===== src/design/xobs_pkg.sv =====
`timescale 1ns / 1ps
// ----------------------------------------------------------------------------
// xobs_pkg
// Shared types, constants and helpers for the XML object boundary scanner.
// ----------------------------------------------------------------------------
package xobs_pkg;

    localparam int DEPTH_BITS = 16;
    localparam int OUT_DEPTH_BITS = 16;

    localparam logic [7:0] CH_LT     = 8'h3C;
    localparam logic [7:0] CH_GT     = 8'h3E;
    localparam logic [7:0] CH_SLASH  = 8'h2F;
    localparam logic [7:0] CH_QUEST  = 8'h3F;
    localparam logic [7:0] CH_BANG   = 8'h21;
    localparam logic [7:0] CH_DASH   = 8'h2D;
    localparam logic [7:0] CH_LBRACK = 8'h5B;
    localparam logic [7:0] CH_RBRACK = 8'h5D;

    typedef enum logic [3:0] {
        ST_INIT    = 4'd0,
        ST_DOC     = 4'd1,
        ST_OPEN    = 4'd2,
        ST_BANG    = 4'd3,
        ST_BEGIN   = 4'd4,
        ST_END     = 4'd5,
        ST_COMMENT = 4'd6,
        ST_INSTR   = 4'd7,
        ST_CDATA   = 4'd8
    } scan_state_t;

    typedef struct packed {
        logic [OUT_DEPTH_BITS-1:0] current_depth;
        logic                      object_end;
        logic                      object_start;
    } scan_result_t;

    function automatic logic [1:0] sat_inc(input logic [1:0] v);
        sat_inc = (v == 2'd3) ? 2'd3 : v + 2'd1;
    endfunction

endpackage


===== src/design/xobs_scan.sv =====
`timescale 1ns / 1ps
// ----------------------------------------------------------------------------
// xobs_scan
// Scanner state, nesting depth and run counters; per-byte next-state logic.
// ----------------------------------------------------------------------------
module xobs_scan
    import xobs_pkg::*;
(
    input  logic         clk,
    input  logic         rst_n,
    input  logic         cfg_wr_en,
    input  logic [7:0]   cfg_wr_data,
    input  logic         accept,
    input  logic [7:0]   data_byte,
    output scan_result_t result
);

    scan_state_t             state_reg, state_next;
    logic [DEPTH_BITS-1:0]   depth_reg, depth_next;
    logic [7:0]              prev_reg;
    logic [1:0]              dash_reg, dash_next;
    logic [1:0]              bracket_reg, bracket_next;
    logic [7:0]              split_depth_reg;

    logic signed [31:0]      depth_ext;
    logic signed [31:0]      depth_next_ext;
    logic                    at_split;
    logic                    at_split_next;
    logic                    start;
    logic                    close;

    always_comb
    begin
        depth_ext      = 32'(signed'(depth_reg));
        depth_next_ext = 32'(signed'(depth_next));
        at_split       = (depth_ext == 32'(split_depth_reg));
        at_split_next  = (depth_next_ext == 32'(split_depth_reg));
    end

    always_comb
    begin
        state_next   = state_reg;
        depth_next   = depth_reg;
        dash_next    = dash_reg;
        bracket_next = bracket_reg;
        start        = 1'b0;
        close        = 1'b0;
        case (state_reg)
            ST_OPEN:
            begin
                if (data_byte == CH_GT)
                begin
                    state_next = ST_DOC;
                    if (prev_reg != CH_SLASH)
                        depth_next = depth_reg + DEPTH_BITS'(1);
                    else
                        close = at_split;
                end
                else if (data_byte == CH_SLASH)
                    state_next = ST_END;
                else if (data_byte == CH_QUEST)
                    state_next = ST_INSTR;
                else if (data_byte == CH_BANG)
                    state_next = ST_BANG;
                else
                    state_next = ST_BEGIN;
            end
            ST_BANG:
            begin
                if (data_byte == CH_DASH)
                begin
                    if (dash_reg != 2'd0)
                    begin
                        dash_next  = 2'd0;
                        state_next = ST_COMMENT;
                    end
                    else
                        dash_next = sat_inc(dash_reg);
                end
                else if (data_byte == CH_GT)
                begin
                    dash_next  = 2'd0;
                    state_next = ST_DOC;
                end
                else if (data_byte == CH_LBRACK)
                begin
                    dash_next  = 2'd0;
                    state_next = ST_CDATA;
                end
                else
                begin
                    dash_next  = 2'd0;
                    state_next = ST_INSTR;
                end
            end
            ST_BEGIN:
            begin
                if (data_byte == CH_GT)
                begin
                    state_next = ST_DOC;
                    if (prev_reg != CH_SLASH)
                        depth_next = depth_reg + DEPTH_BITS'(1);
                    else
                        close = at_split;
                end
            end
            ST_END:
            begin
                if (data_byte == CH_GT)
                begin
                    depth_next = depth_reg - DEPTH_BITS'(1);
                    close      = at_split_next;
                    state_next = ST_DOC;
                end
            end
            ST_COMMENT:
            begin
                if (data_byte == CH_DASH)
                    dash_next = sat_inc(dash_reg);
                else if (data_byte == CH_GT)
                begin
                    if (dash_reg >= 2'd2)
                    begin
                        dash_next  = 2'd0;
                        state_next = ST_DOC;
                    end
                end
                else
                    dash_next = 2'd0;
            end
            ST_INSTR:
            begin
                if (data_byte == CH_GT)
                    state_next = ST_DOC;
            end
            ST_CDATA:
            begin
                if (data_byte == CH_RBRACK)
                    bracket_next = sat_inc(bracket_reg);
                else if (data_byte == CH_GT)
                begin
                    if (bracket_reg >= 2'd2)
                        state_next = ST_DOC;
                    bracket_next = 2'd0;
                end
                else
                    bracket_next = 2'd0;
            end
            default:
            begin
                if (data_byte == CH_LT)
                begin
                    start = (state_reg == ST_INIT) ||
                            (at_split && (split_depth_reg != 8'd0));
                    state_next = ST_OPEN;
                end
            end
        endcase
        // a completed object clears both run counters
        if (close)
        begin
            dash_next    = 2'd0;
            bracket_next = 2'd0;
        end
    end

    always_comb
    begin
        result.object_start  = start;
        result.object_end    = close;
        result.current_depth = depth_next_ext[OUT_DEPTH_BITS-1:0];
    end

    always_ff @(posedge clk or negedge rst_n)
    begin
        if (!rst_n)
            split_depth_reg <= 8'd0;
        else if (cfg_wr_en)
            split_depth_reg <= cfg_wr_data;
    end

    always_ff @(posedge clk or negedge rst_n)
    begin
        if (!rst_n)
        begin
            state_reg   <= ST_INIT;
            depth_reg   <= '0;
            prev_reg    <= 8'd0;
            dash_reg    <= 2'd0;
            bracket_reg <= 2'd0;
        end
        else if (accept)
        begin
            state_reg   <= state_next;
            depth_reg   <= depth_next;
            prev_reg    <= data_byte;
            dash_reg    <= dash_next;
            bracket_reg <= bracket_next;
        end
    end

    a_end_tag_pops: assert property (@(posedge clk) disable iff (!rst_n)
        accept && state_reg == ST_END && data_byte == CH_GT
        |=> depth_reg == DEPTH_BITS'($past(depth_reg) - DEPTH_BITS'(1))
            && state_reg == ST_DOC)
        else $error("end tag close did not lower depth");

    a_start_on_lt: assert property (@(posedge clk) disable iff (!rst_n)
        accept && result.object_start |=> state_reg == ST_OPEN && prev_reg == CH_LT)
        else $error("object start not on a tag open");

    a_hold_when_idle: assert property (@(posedge clk) disable iff (!rst_n)
        !accept |=> $stable(state_reg) && $stable(depth_reg) && $stable(prev_reg))
        else $error("scanner state moved without a transaction");

    a_close_clears_runs: assert property (@(posedge clk) disable iff (!rst_n)
        accept && result.object_end |=> dash_reg == 2'd0 && bracket_reg == 2'd0)
        else $error("run counters not cleared on object end");

    a_start_end_excl: assert property (@(posedge clk) disable iff (!rst_n)
        !(result.object_start && result.object_end))
        else $error("object start and end on the same byte");

endmodule


===== src/design/xobs_out_reg.sv =====
`timescale 1ns / 1ps
// ----------------------------------------------------------------------------
// xobs_out_reg
// Result register between the scanner and the output stream.
// ----------------------------------------------------------------------------
module xobs_out_reg
    import xobs_pkg::*;
(
    input  logic         clk,
    input  logic         rst_n,
    input  logic         in_valid,
    output logic         in_ready,
    input  scan_result_t in_data,
    output logic         out_valid,
    input  logic         out_ready,
    output scan_result_t out_data
);

    logic         valid_reg;
    scan_result_t data_reg;

    assign in_ready  = !valid_reg || out_ready;
    assign out_valid = valid_reg;
    assign out_data  = data_reg;

    always_ff @(posedge clk or negedge rst_n)
    begin
        if (!rst_n)
            valid_reg <= 1'b0;
        else if (in_ready)
            valid_reg <= in_valid;
    end

    always_ff @(posedge clk)
    begin
        if (in_valid && in_ready)
            data_reg <= in_data;
    end

endmodule


===== src/design/xml_object_boundary_scanner.sv =====
`timescale 1ns / 1ps
// ----------------------------------------------------------------------------
// xml_object_boundary_scanner
// Marks the '<' and '>' bytes that open and close objects at a split depth.
// ----------------------------------------------------------------------------
// Usage:
//   s_axis carries one raw XML byte per transaction. m_axis returns one
//   result per byte: object_start, object_end and the nesting depth after
//   that byte. cfg_wr_en/cfg_wr_data load split_depth; write it only while
//   no byte is in flight.
// Latency: a result is on m_axis the cycle after its byte is accepted.
// Throughput: one byte per cycle unless m_axis stalls; state updates in the
//   same cycle a byte is taken; the single result register passes it on.
// Reset: scanner returns to its initial state, depth and run counters
//   clear, split_depth clears to zero, m_axis_tvalid drops.
// Stall: while m_axis_tready is low with a result held, s_axis_tready is
//   low; the held result stays until taken.
// ----------------------------------------------------------------------------
module xml_object_boundary_scanner
    import xobs_pkg::*;
(
    input  logic        clk,
    input  logic        rst_n,
    input  logic        cfg_wr_en,
    input  logic [7:0]  cfg_wr_data,
    input  logic        s_axis_tvalid,
    output logic        s_axis_tready,
    input  logic [7:0]  s_axis_tdata,   // [7:0] data_byte
    output logic        m_axis_tvalid,
    input  logic        m_axis_tready,
    output logic [23:0] m_axis_tdata    // [0] object_start, [1] object_end,
                                        // [17:2] current_depth, [23:18] zero
);

    logic         accept;
    scan_result_t step_result;
    scan_result_t held_result;

    assign accept = s_axis_tvalid && s_axis_tready;

    xobs_scan u_scan (
        .clk         (clk),
        .rst_n       (rst_n),
        .cfg_wr_en   (cfg_wr_en),
        .cfg_wr_data (cfg_wr_data),
        .accept      (accept),
        .data_byte   (s_axis_tdata),
        .result      (step_result)
    );

    xobs_out_reg u_out_reg (
        .clk       (clk),
        .rst_n     (rst_n),
        .in_valid  (s_axis_tvalid),
        .in_ready  (s_axis_tready),
        .in_data   (step_result),
        .out_valid (m_axis_tvalid),
        .out_ready (m_axis_tready),
        .out_data  (held_result)
    );

    assign m_axis_tdata = {6'd0, held_result.current_depth,
                           held_result.object_end, held_result.object_start};

endmodule


===== config.mk =====
export PLATFORM = sky130hd
export DESIGN_NAME = xml_object_boundary_scanner
export DESIGN_NICKNAME = d
export VERILOG_FILES = /design/src/design/xobs_pkg.sv /design/src/design/xobs_scan.sv /design/src/design/xobs_out_reg.sv /design/src/design/xml_object_boundary_scanner.sv
export SDC_FILE = /design/constraint.sdc
export NUM_CORES = 1
export LEC_CHECK = 0
export BUFFER_PORTS_ARGS = -buffer_cell sky130_fd_sc_hd__buf_2
export CORE_MARGIN = 3
export CORE_UTILIZATION = 55
export DETAILED_ROUTE_END_ITERATION = 8
export PLACE_DENSITY = 0.76
export SYNTH_ARGS = -nofsm -noshare
export SYNTH_HDL_FRONTEND = slang
export SYNTH_HIERARCHICAL = 1
export SYNTH_SLANG_ARGS = --single-unit
export TNS_END_PERCENT = 50

===== constraint.sdc =====
create_clock -name clk -period 3.95 [get_ports clk]
set_input_delay 0.395 -clock clk [delete_from_list [all_inputs] [get_ports clk]]
set_output_delay 0.395 -clock clk [all_outputs]
set_load 0.01 [all_outputs]

==> impl_metrics.ini, run 1 <==
[outcome]
outcome = finished, final reports clean

[sta]
timing.slew.headroom_pct = 38.32
setup_tns_ns = 0
fmax_ghz = 0.2790
period_minus_slack_ns = 3.584
worstMarginPinSlew_ns = 0.9252
setup_viol = 0
skew_ns = 0.004700
fin_crit_sh_pct = 90.74
rsz0062_at_grt = false
slew_violations = 0
hold_violations = 0

[power]
clock_power_share_pct = 30.7
leakagePower_nw = 1.753
power_density_nw_per_um2 = 419.2
switching_share_pct = 33.35
p_sw_uw = 590.9
pwr-share-seq_pct = 43.1
ir_drop_v = 0.0002988
p_comb_share_pct = 26.3
p_int_mw = 1.181

[critical_path]
r2r-start = u_scan/depth_reg[0]$_DFFE_PN0P_
cpPeakStageDelay_ns = 0.71
rr_endpoint = u_scan/bracket_reg[0]$_DFFE_PN0P_
cp.buffers_inverters = 2
critPathCaptureType = flop
r2r_setup_slack_ns = 0.38
worst-endpoint-arrival_ns = 3.80
cp-start-kind = input pin
critPathKind = in -> reg
cpLargestDelayFamily = simple AND/OR/NAND/NOR gates
crit_chain = buf_2 -> or4b_1 -> a211oi_2 -> buf_4 -> a31oi_1 -> xnor2_1 -> nand4b_1 -> or4_4 -> o41ai_4 -> o21ai_2 -> mux2_4
reg2reg_depth = 12
critPathMaxFanout = 9
crit_path_top_delay_cell = or4b_1
critPathRequiredTime_ns = 4.17

[yosys]
synth.area.mux_share_pct = 7.734
synth-seq-cells = 59
synth_top_family_by_area = simple AND/OR/NAND/NOR gates
synth_edf_count = 18
synth_fa_ha_area_share_pct = 0.6696
synthSimpleGateAreaFrac_pct = 23.27
yosysSeqAreaShare_pct = 41.91
ys_async_sr_fraction_pct = 69.49
synthCells = 373
synth.distinct_cells = 72
synth_compound_area_share_pct = 12.89
synth_warnings = 6
ys.flop_type = dfrtp_1
synth-xor-area-share_pct = 8.570
synthesis.area_um2 = 3737
syn_avg_cell_area_um2 = 10.02

[cts]
cts_root_buffer = clkbuf_8
cts_max_path_buffers = 2
path_clk_slew_ns = 0.07
numCtsBuffers = 9
holdBufCountCts = 0
clk_latency_ns = 0.33
clkSinkCount = 59
cts_tree = yes
ctsResizeCount = 0
htreeDepth = 3
post_cts_buffers = 0

[cells_and_area]
syn_to_final_growth_pct = 13.09
layout_commonest_cell = dfrtp_1
nFillCells = 536
final_core_util_pct = 65.44
register_area_um2 = 1567
layout-drive-gt1-share_pct = 26.30
layout_common_cells = 41 x dfrtp_1, 40 x buf_2, 28 x nand2_1, 23 x nor2_1, 23 x mux2_2
finalNonFillerCells = 499
multi_input_area_um2 = 2008
antenna-diode-count = 0
num-nets-final = 440
largest_register_ffs = 18

[route]
wirelength_um = 8970
viasPerCell = 6.295
detail_route.drc_violations = 0
drt_first_pass_iters = 4
wl_per_cell_um = 17.98
drtIter0Drc = 155
ant_nets = 0
vias = 3141

[global_route]
grt_max_degree = 42
track_usage_pct = 23.63
overflow = 0
grt_pass1_wl_um = 14270
grt_pass1_vias = 2952
antenna_found_initial = 0

[die]
die_w_um = 88.43
die_area_um2 = 7820
start_util_pct = 57.87
rows = 29
die_h_um = 88.43
pin_count = 47
coreArea_um2 = 6459

[placement]
dp_cells = 483
gp_congestion = 0.9858
port_buffers = 40
dpl.hpwl_um = 6609

[worst_hold_path]
hp-class = in -> async

[job]
max_cap_violations = 0
-- metrics by stage --
| step | setup slack (ns) | instance area [um2] | hold WS [ns] | power, mW |
|---|---|---|---|---|
| final | 0.3658 | 4227 | 0.1983 | 1.772 |
| after global routing | 0.2244 | 4227 | 0.2694 | 1.863 |
| after CTS | 0.4110 | 4227 | 0.2369 | 1.774 |
| after detailed placement | 0.09129 | 4033 | 0.4922 | 1.226 |
| after global placement | 0.2048 | 4033 | 0.4879 | 1.214 |
| after floorplan | 0.5500 | 3756 | 0.09941 | 1.094 |
-- routing by layer --
metal | vias up | GRT usage, % | wire [um]
met3 | 16 | 4.655 | 505
met1 | 1551 | 30.39 | 3868
li1 | 1462 | - | -
met5 | - | 0 | 0
met4 | 0 | 8.929 | 192
met2 | 112 | 39.43 | 4404
-- synth_stat cells (all sizes together), types with 3 or more instances --
library cell   n  area, um2
clkbuf        16      60.06
nand3          9      45.04
a21oi          9      45.04
o2111ai        3      26.28
a32oi          3      26.28
a211oi         6      50.05
nor4           9      62.56
mux2          25      289.0
nor2          24      97.59
xnor2         22      192.7
inv           13      48.80
buf           11      72.57
nand2         28      105.1
xor2          12      105.1
o21ai         14      77.58
dfrtp         41       1026
nand4         10      62.56
nand2b         7      51.30
o31ai          3      22.52
or3            7      43.79
and2           9      58.81
or4            7      60.06
nor3          16      80.08
edfxtp        18      540.5
and4           4      35.03
-- final cells by class --
class	instances	share of cell area [%]
clock buffer	11	3.345
clock inverter	5	1.243
inverter	13	1.155
multi-input combinational	279	47.51
sequential	59	37.06
tap	77	2.279
timing repair buffer	55	7.401
-- power by group through the flow --
stage	Combinational, mW	Sequential, mW	Clock, mW
6_report	0.466	0.763	0.543
5_1_grt	0.511	0.771	0.581
4_1_cts	0.458	0.760	0.556
3_5_place_dp	0.454	0.772	0
3_3_place_gp	0.446	0.768	0
2_1_floorplan	0.359	0.734	0
-- kinds of logic after synthesis --
group / count (synthesis)
AO/OA/AOI/OAI: 62
XOR/XNOR: 35
adder cells (fa/ha/maj): 2
buffers and inverters: 40
flip-flops: 59
multiplexers: 25
other: 1
AND/OR/NAND/NOR: 149
-- worst reg2reg max path, stage by stage, from the launching register on --
cell and delay [ns]:
dfrtp_1 0.50, inv_1 0.10, ha_1 0.16, or3b_2 0.50, nor4_2 0.18, buf_4 0.20
a31oi_1 0.10, xnor2_1 0.28, nand4b_1 0.16, or4_4 0.45, o41ai_4 0.39, o21ai_2 0.12
mux2_4 0.31
-- worst max-delay path by stage --
stage	depth (start not counted)	startpoint	to
2_1_floorplan	10	s_axis_tdata[1]	u_scan/bracket_reg[0]$_DFFE_PN0P_
6_report	11	s_axis_tdata[0]	u_scan/bracket_reg[0]$_DFFE_PN0P_
4_1_cts	12	u_scan/depth_reg[0]$_DFFE_PN0P_	u_scan/bracket_reg[0]$_DFFE_PN0P_
5_1_grt	10	u_scan/prev_reg[4]$_DFFE_PN0P_	u_scan/bracket_reg[0]$_DFFE_PN0P_
3_5_place_dp	11	s_axis_tdata[0]	u_scan/bracket_reg[0]$_DFFE_PN0P_
3_3_place_gp	10	s_axis_tdata[0]	u_scan/bracket_reg[0]$_DFFE_PN0P_
No activity file was read; power rests on OpenSTA's default activity.
==> inputs of run 2 (changes only) <==
--- a/config.mk
+++ b/config.mk
@@ -12,6 +12,5 @@
 export PLACE_DENSITY = 0.76
 export SYNTH_ARGS = -nofsm -noshare
 export SYNTH_HDL_FRONTEND = slang
-export SYNTH_HIERARCHICAL = 1
 export SYNTH_SLANG_ARGS = --single-unit
 export TNS_END_PERCENT = 50
==> run 2 against run 1 <==
Sequential power increased by 4.6%. Count of clock-buffer cells in the layout increased by 1. Setup slack got worse by 0.13 ns. Hold slack improved by 0.0022 ns. Synthesized cell count increased by 20%. Non-clock buffer count increased by 5. Critical path depth decreased by 1. Global-route usage increased by 2.6 points. Maximum frequency decreased by 3.4%. Die area increased by 3.8%. Area after synthesis increased by 4.1%. Cell area increased by 4.1%.
==> impl_metrics.ini, run 2 <==
[outcome]
outcome = finished, final reports clean

[yosys]
synth_top_family_by_area = simple AND/OR/NAND/NOR gates
yosysTopAreaCell = dfrtp_1
ys.flop_type = dfrtp_1
synth.area.mux_share_pct = 3.184
synth.top_cell.area_share_pct = 26.38
synth-seq-cells = 59
syn_avg_cell_area_um2 = 8.683
synth-xor-area-share_pct = 6.497
yosysMostFrequentCell = nand2_1
yosysSeqAreaShare_pct = 40.27
ys_async_sr_fraction_pct = 69.49
synth_fa_ha_area_share_pct = 0.6433
synthCells = 448
synthSimpleGateAreaFrac_pct = 29.50
synth_top_cells_by_count = 76 x nand2_1, 41 x dfrtp_1, 35 x nor2_1, 21 x clkbuf_1, 18 x edfxtp_1
synth_compound_area_share_pct = 14.70
synth_warnings = 0
synth.area.top_cells = dfrtp_1 26%, edfxtp_1 14%, nand2_1 7.3%, nor2_1 3.4%, xor2_1 3.2%
synth_edf_count = 18
synthesis.area_um2 = 3890
synth.distinct_cells = 71

[cts]
cts_max_path_buffers = 2
cts_root_buffer = clkbuf_8
cts_tree = yes
post_cts_buffers = 0
clk_latency_ns = 0.34
clkSinkCount = 59
numCtsBuffers = 9
htreeDepth = 3
holdBufCountCts = 0
path_clk_slew_ns = 0.07

[cells_and_area]
largest_register_ffs = 18
fin_area_um2 = 4402
antenna-diode-count = 0
num-nets-final = 514
finalNonFillerCells = 591
layout_common_cells = 76 x nand2_1, 41 x dfrtp_1, 40 x buf_2, 34 x nor2_1, 20 x buf_4
layout_commonest_cell = nand2_1
syn_to_final_growth_pct = 13.16
layout-drive-gt1-share_pct = 19.60
final_core_util_pct = 64.43

[power]
finalPower_mw = 2.013
pwr-share-seq_pct = 39.6
p_int_mw = 1.252
power_density_nw_per_um2 = 457.4
clock_power_share_pct = 24.3
switching_share_pct = 37.81
p_sw_uw = 761.3
ir_drop_v = 0.0002953
p_comb_share_pct = 36.1
leakagePower_nw = 1.868

[critical_path]
critPathCaptureType = flop
critPathRequiredTime_ns = 4.18
critPathMaxFanout = 7
r2r_setup_slack_ns = 0.24
worst-endpoint-arrival_ns = 3.94
r2r-start = u_scan.depth_reg[0]$_DFFE_PN0P_
reg2reg_depth = 10
rr_endpoint = u_scan.bracket_reg[0]$_DFFE_PN0P_
critPathKind = reg -> reg
cp-start-kind = flop

[placement]
dp_cells = 576
port_buffers = 40
pre_cts_ws_ns = 0.2048
dpl.hpwl_um = 7744
postPlaceCellArea_um2 = 4229
gp_congestion = 0.9940

[route]
drtIter0Drc = 277
wirelength_um = 10420
wl_per_cell_um = 17.63
viasPerCell = 6.078
detail_route.drc_violations = 0
ant_nets = 0
vias = 3592
drt_first_pass_iters = 6

[global_route]
antenna_found_initial = 0
track_usage_pct = 26.26
grt_max_degree = 42
grt_pass1_wl_um = 17070
grt_pass1_vias = 3382
overflow = 0

[sta]
setup_viol = 0
fin_ws_ns = 0.2392
rsz0062_at_grt = false
skew_ns = 0.008332
worstMarginPinSlew_ns = 0.9580
setup_tns_ns = 0
fmax_ghz = 0.2695
hold-worst-slack_ns = 0.2006
hold_violations = 0
timing.slew.headroom_pct = 36.13
fin_crit_sh_pct = 93.94
period_minus_slack_ns = 3.711
slew_violations = 0

[die]
rows = 30
coreArea_um2 = 6832
die_area_um2 = 8118
pin_count = 47
die_h_um = 90.10
die_w_um = 90.10
start_util_pct = 56.94

[job]
max_cap_violations = 0

[worst_hold_path]
hp-class = in -> async
[run 2: changes by cell type after synthesis, moves of 5 or more]
| cell | delta |
|---|---|
| o21ai_0 | +7 |
| nand2_1 | +48 |
| mux2_2 | -13 |
| xnor2_1 | -9 |
| and2_1 | -6 |
| nand3_1 | +5 |
| clkbuf_1 | +5 |
| nor2_1 | +12 |
| a21oi_1 | +8 |
[run 2: what timing repair did]
action | in CTS | in global routing
endpoints found under the hold margin | 0 | 0
gates resized for setup | 0 | 1
endpoints found under the setup margin | 0 | 2
[run 2: cell type report]
class	instances	area (um2)
clock inverters	3	15.01
well taps	96	120.1
inverters	13	48.80
repair buffers	60	350.3
multi-input cells	348	2146
flip-flops and latches	59	1567
fillers	624	2430
clock buffers	12	155.1
[run 2: per-layer routing]
layer / up-vias / routed length (um) / global-route usage [%]
li1: 1702 / - / -
met1: 1703 / 4514 / 34.58
met2: 157 / 4929 / 42.50
met3: 30 / 625 / 4.184
met4: 0 / 350 / 12.24
met5: - / 0 / 0
[run 2: worst max-delay path: stages, from the launching register on]
cell and delay (ns):
dfrtp_1 0.47, or3_1 0.42, or4_1 0.54, or3_4 0.40, xnor2_2 0.13, nor2_1 0.05, or4b_1 0.48, and4b_1 0.34
a31oi_2 0.17, nor3_2 0.25, mux2_1 0.33
[run 2: how the worst max path moves through the flow]
| stage | endpoint | start |
|---|---|---|
| floorplan | u_scan.bracket_reg[0]$_DFFE_PN0P_ | u_scan.depth_reg[0]$_DFFE_PN0P_ |
| global placement | u_scan.bracket_reg[0]$_DFFE_PN0P_ | s_axis_tdata[6] |
| detailed placement | u_scan.bracket_reg[0]$_DFFE_PN0P_ | u_scan.prev_reg[4]$_DFFE_PN0P_ |
| CTS | u_scan.bracket_reg[0]$_DFFE_PN0P_ | u_scan.prev_reg[4]$_DFFE_PN0P_ |
| global route | u_scan.bracket_reg[0]$_DFFE_PN0P_ | u_scan.prev_reg[4]$_DFFE_PN0P_ |
| finish | u_scan.bracket_reg[0]$_DFFE_PN0P_ | u_scan.depth_reg[0]$_DFFE_PN0P_ |
[run 2: logic make-up (layout without fill, tap and decap cells)]
family | after synthesis | after routing
AOI/OAI and AO/OA | 81 | 81
xor gates and xnor gates | 28 | 28
adders and majority gates | 2 | 2
buffers and inverters | 46 | 88
DFF | 59 | 59
muxes | 11 | 11
other | 1 | 6
and+or+nand+nor | 220 | 220
[run 2: power groups by stage]
| stage | Sequential (mW) | Combinational, mW | Clock (mW) |
|---|---|---|---|
| 3_3_place_gp | 0.803 | 0.701 | 0 |
| 2_1_floorplan | 0.765 | 0.526 | 0 |
| 5_1_grt | 0.811 | 0.801 | 0.522 |
| 3_5_place_dp | 0.806 | 0.712 | 0 |
| 6_report | 0.798 | 0.726 | 0.489 |
| 4_1_cts | 0.794 | 0.714 | 0.496 |
==> inputs of run 3 (changes only) <==
--- a/config.mk
+++ b/config.mk
@@ -6,6 +6,7 @@
 export NUM_CORES = 1
 export LEC_CHECK = 0
 export BUFFER_PORTS_ARGS = -buffer_cell sky130_fd_sc_hd__buf_2
+export CORE_ASPECT_RATIO = 1.4
 export CORE_MARGIN = 3
 export CORE_UTILIZATION = 55
 export DETAILED_ROUTE_END_ITERATION = 8
==> run 3 against run 2 <==
First-iteration DRC count rose by 3.6%. Cell count rose by 0.34%. Critical path type unchanged. Register-to-register slack hardly changed. Largest power group unchanged. Cell area increased by 2.3%. Highest routed layer unchanged. Sequential power up 0.9%. Critical path depth increased by 2. Maximum frequency down 0.39%.
==> impl_metrics.ini, run 3 (synthesis results as in run 2) <==
[die]
start_util_pct = 57.68
die_w_um = 77.08
rows = 35
die_h_um = 105.5
coreArea_um2 = 6744
pin_count = 47
die_area_um2 = 8132

[cells_and_area]
largest_register_ffs = 18
multi_input_area_um2 = 2143
num-nets-final = 519
syn_to_final_growth_pct = 15.73
layout-drive-gt1-share_pct = 20.36
antenna-diode-count = 0
layout_commonest_cell = nand2_1
nFillCells = 595
register_area_um2 = 1567
layout_common_cells = 76 x nand2_1, 41 x dfrtp_1, 40 x buf_2, 35 x nor2_1, 25 x buf_4
final_core_util_pct = 66.75

[critical_path]
r2r_setup_slack_ns = 0.22
critPathCaptureType = flop
critPathRequiredTime_ns = 4.17
r2r-start = u_scan.depth_reg[0]$_DFFE_PN0P_
rr_endpoint = u_scan.bracket_reg[0]$_DFFE_PN0P_
reg2reg_depth = 12
cp-start-kind = flop
worst-endpoint-arrival_ns = 3.94
critPathKind = reg -> reg
critPathMaxFanout = 7

[route]
ant_nets = 0
drt_first_pass_iters = 5
drtIter0Drc = 287
viasPerCell = 6.285
wl_per_cell_um = 19.83
wirelength_um = 11760
vias = 3727
detail_route.drc_violations = 0

[power]
p_int_mw = 1.411
pwr-share-seq_pct = 36.4
power_density_nw_per_um2 = 490.7
leakagePower_nw = 1.924
p_comb_share_pct = 33.1
switching_share_pct = 36.11
ir_drop_v = 0.0003197
p_sw_uw = 797.7
clock_power_share_pct = 30.5

[sta]
skew_ns = 0.01164
rsz0062_at_grt = false
hold_violations = 0
timing.slew.headroom_pct = 37.12
worstMarginPinSlew_ns = 0.9432
period_minus_slack_ns = 3.725
fmax_ghz = 0.2684
slew_violations = 0
setup_viol = 0
setup_tns_ns = 0
fin_crit_sh_pct = 94.31

[cts]
ctsResizeCount = 0
path_clk_slew_ns = 0.08
clkSinkCount = 59
clk_latency_ns = 0.34
post_cts_buffers = 0
htreeDepth = 3
numCtsBuffers = 9
cts_max_path_buffers = 2
cts_tree = yes
cts_root_buffer = clkbuf_8
holdBufCountCts = 0

[global_route]
grt_pass1_vias = 3683
track_usage_pct = 29.85
grt_max_degree = 42
grt_pass1_wl_um = 18720
overflow = 0
antenna_found_initial = 0

[job]
max_cap_violations = 0

[placement]
dpl.hpwl_um = 8798
port_buffers = 40
gp_congestion = 1.069

[outcome]
outcome = finished, final reports clean

[worst_hold_path]
hp-class = in -> async
run 3: worst max path at each step:
stage | start | slack, ns | cells after the start | to
4_1_cts | u_scan.depth_reg[1]$_DFFE_PN0P_ | 0.29 | 12 | u_scan.bracket_reg[0]$_DFFE_PN0P_
5_1_grt | u_scan.depth_reg[1]$_DFFE_PN0P_ | 0.09 | 12 | u_scan.bracket_reg[0]$_DFFE_PN0P_
2_1_floorplan | u_scan.depth_reg[0]$_DFFE_PN0P_ | 0.56 | 11 | u_scan.bracket_reg[0]$_DFFE_PN0P_
3_5_place_dp | s_axis_tdata[6] | 0.15 | 11 | u_scan.bracket_reg[0]$_DFFE_PN0P_
6_report | u_scan.depth_reg[0]$_DFFE_PN0P_ | 0.22 | 12 | u_scan.bracket_reg[0]$_DFFE_PN0P_
3_3_place_gp | s_axis_tdata[6] | 0.19 | 11 | u_scan.bracket_reg[0]$_DFFE_PN0P_
run 3: cell type report:
cell class / count / share of cell area [%]
Sequential cell: 59 / 34.80
Clock inverter: 7 / 2.585
Timing Repair Buffer: 65 / 8.616
Clock buffer: 9 / 2.752
Tap cell: 92 / 2.557
Inverter: 13 / 1.084
Multi-Input combinational cell: 348 / 47.61
run 3: power groups by stage:
stage | Combinational (mW) | Sequential [mW] | Clock (mW)
3_3_place_gp | 0.713 | 0.809 | 0
5_1_grt | 0.805 | 0.814 | 0.711
6_report | 0.730 | 0.805 | 0.674
4_1_cts | 0.719 | 0.800 | 0.686
2_1_floorplan | 0.526 | 0.765 | 0
3_5_place_dp | 0.715 | 0.812 | 0
run 3: metrics by stage:
stage	power, mW	hold slack [ns]	setup WS (ns)	cells	area [um2]
2_1_floorplan	1.291	0.09941	0.5584	453	3909
3_3_place_gp	1.522	0.4786	0.1901	577	4262
3_5_place_dp	1.527	0.4762	0.1534	577	4262
4_1_cts	2.204	0.2255	0.2926	593	4502
5_1_grt	2.330	0.2578	0.09219	593	4502
6_report	2.209	0.1931	0.2246	593	4502
run 3: per-layer routing:
metal / track usage [%] / vias up / wire (um)
met3: 4.957 / 55 / 646
met4: 18.07 / 0 / 742
li1: - / 1715 / -
met5: 0 / - / 0
met1: 33.37 / 1764 / 4303
met2: 52.62 / 193 / 6066
run 3: critical path: stages (launching register included):
cell and delay [ns]:
dfrtp_1 0.48, inv_1 0.14, ha_1 0.23, or4bb_1 0.55, nor2_1 0.25, a31oi_1 0.12, o21a_1 0.14, a311oi_1 0.47
or4b_1 0.21, and4b_1 0.22, a31oi_2 0.35, nor3_2 0.12, mux2_1 0.33
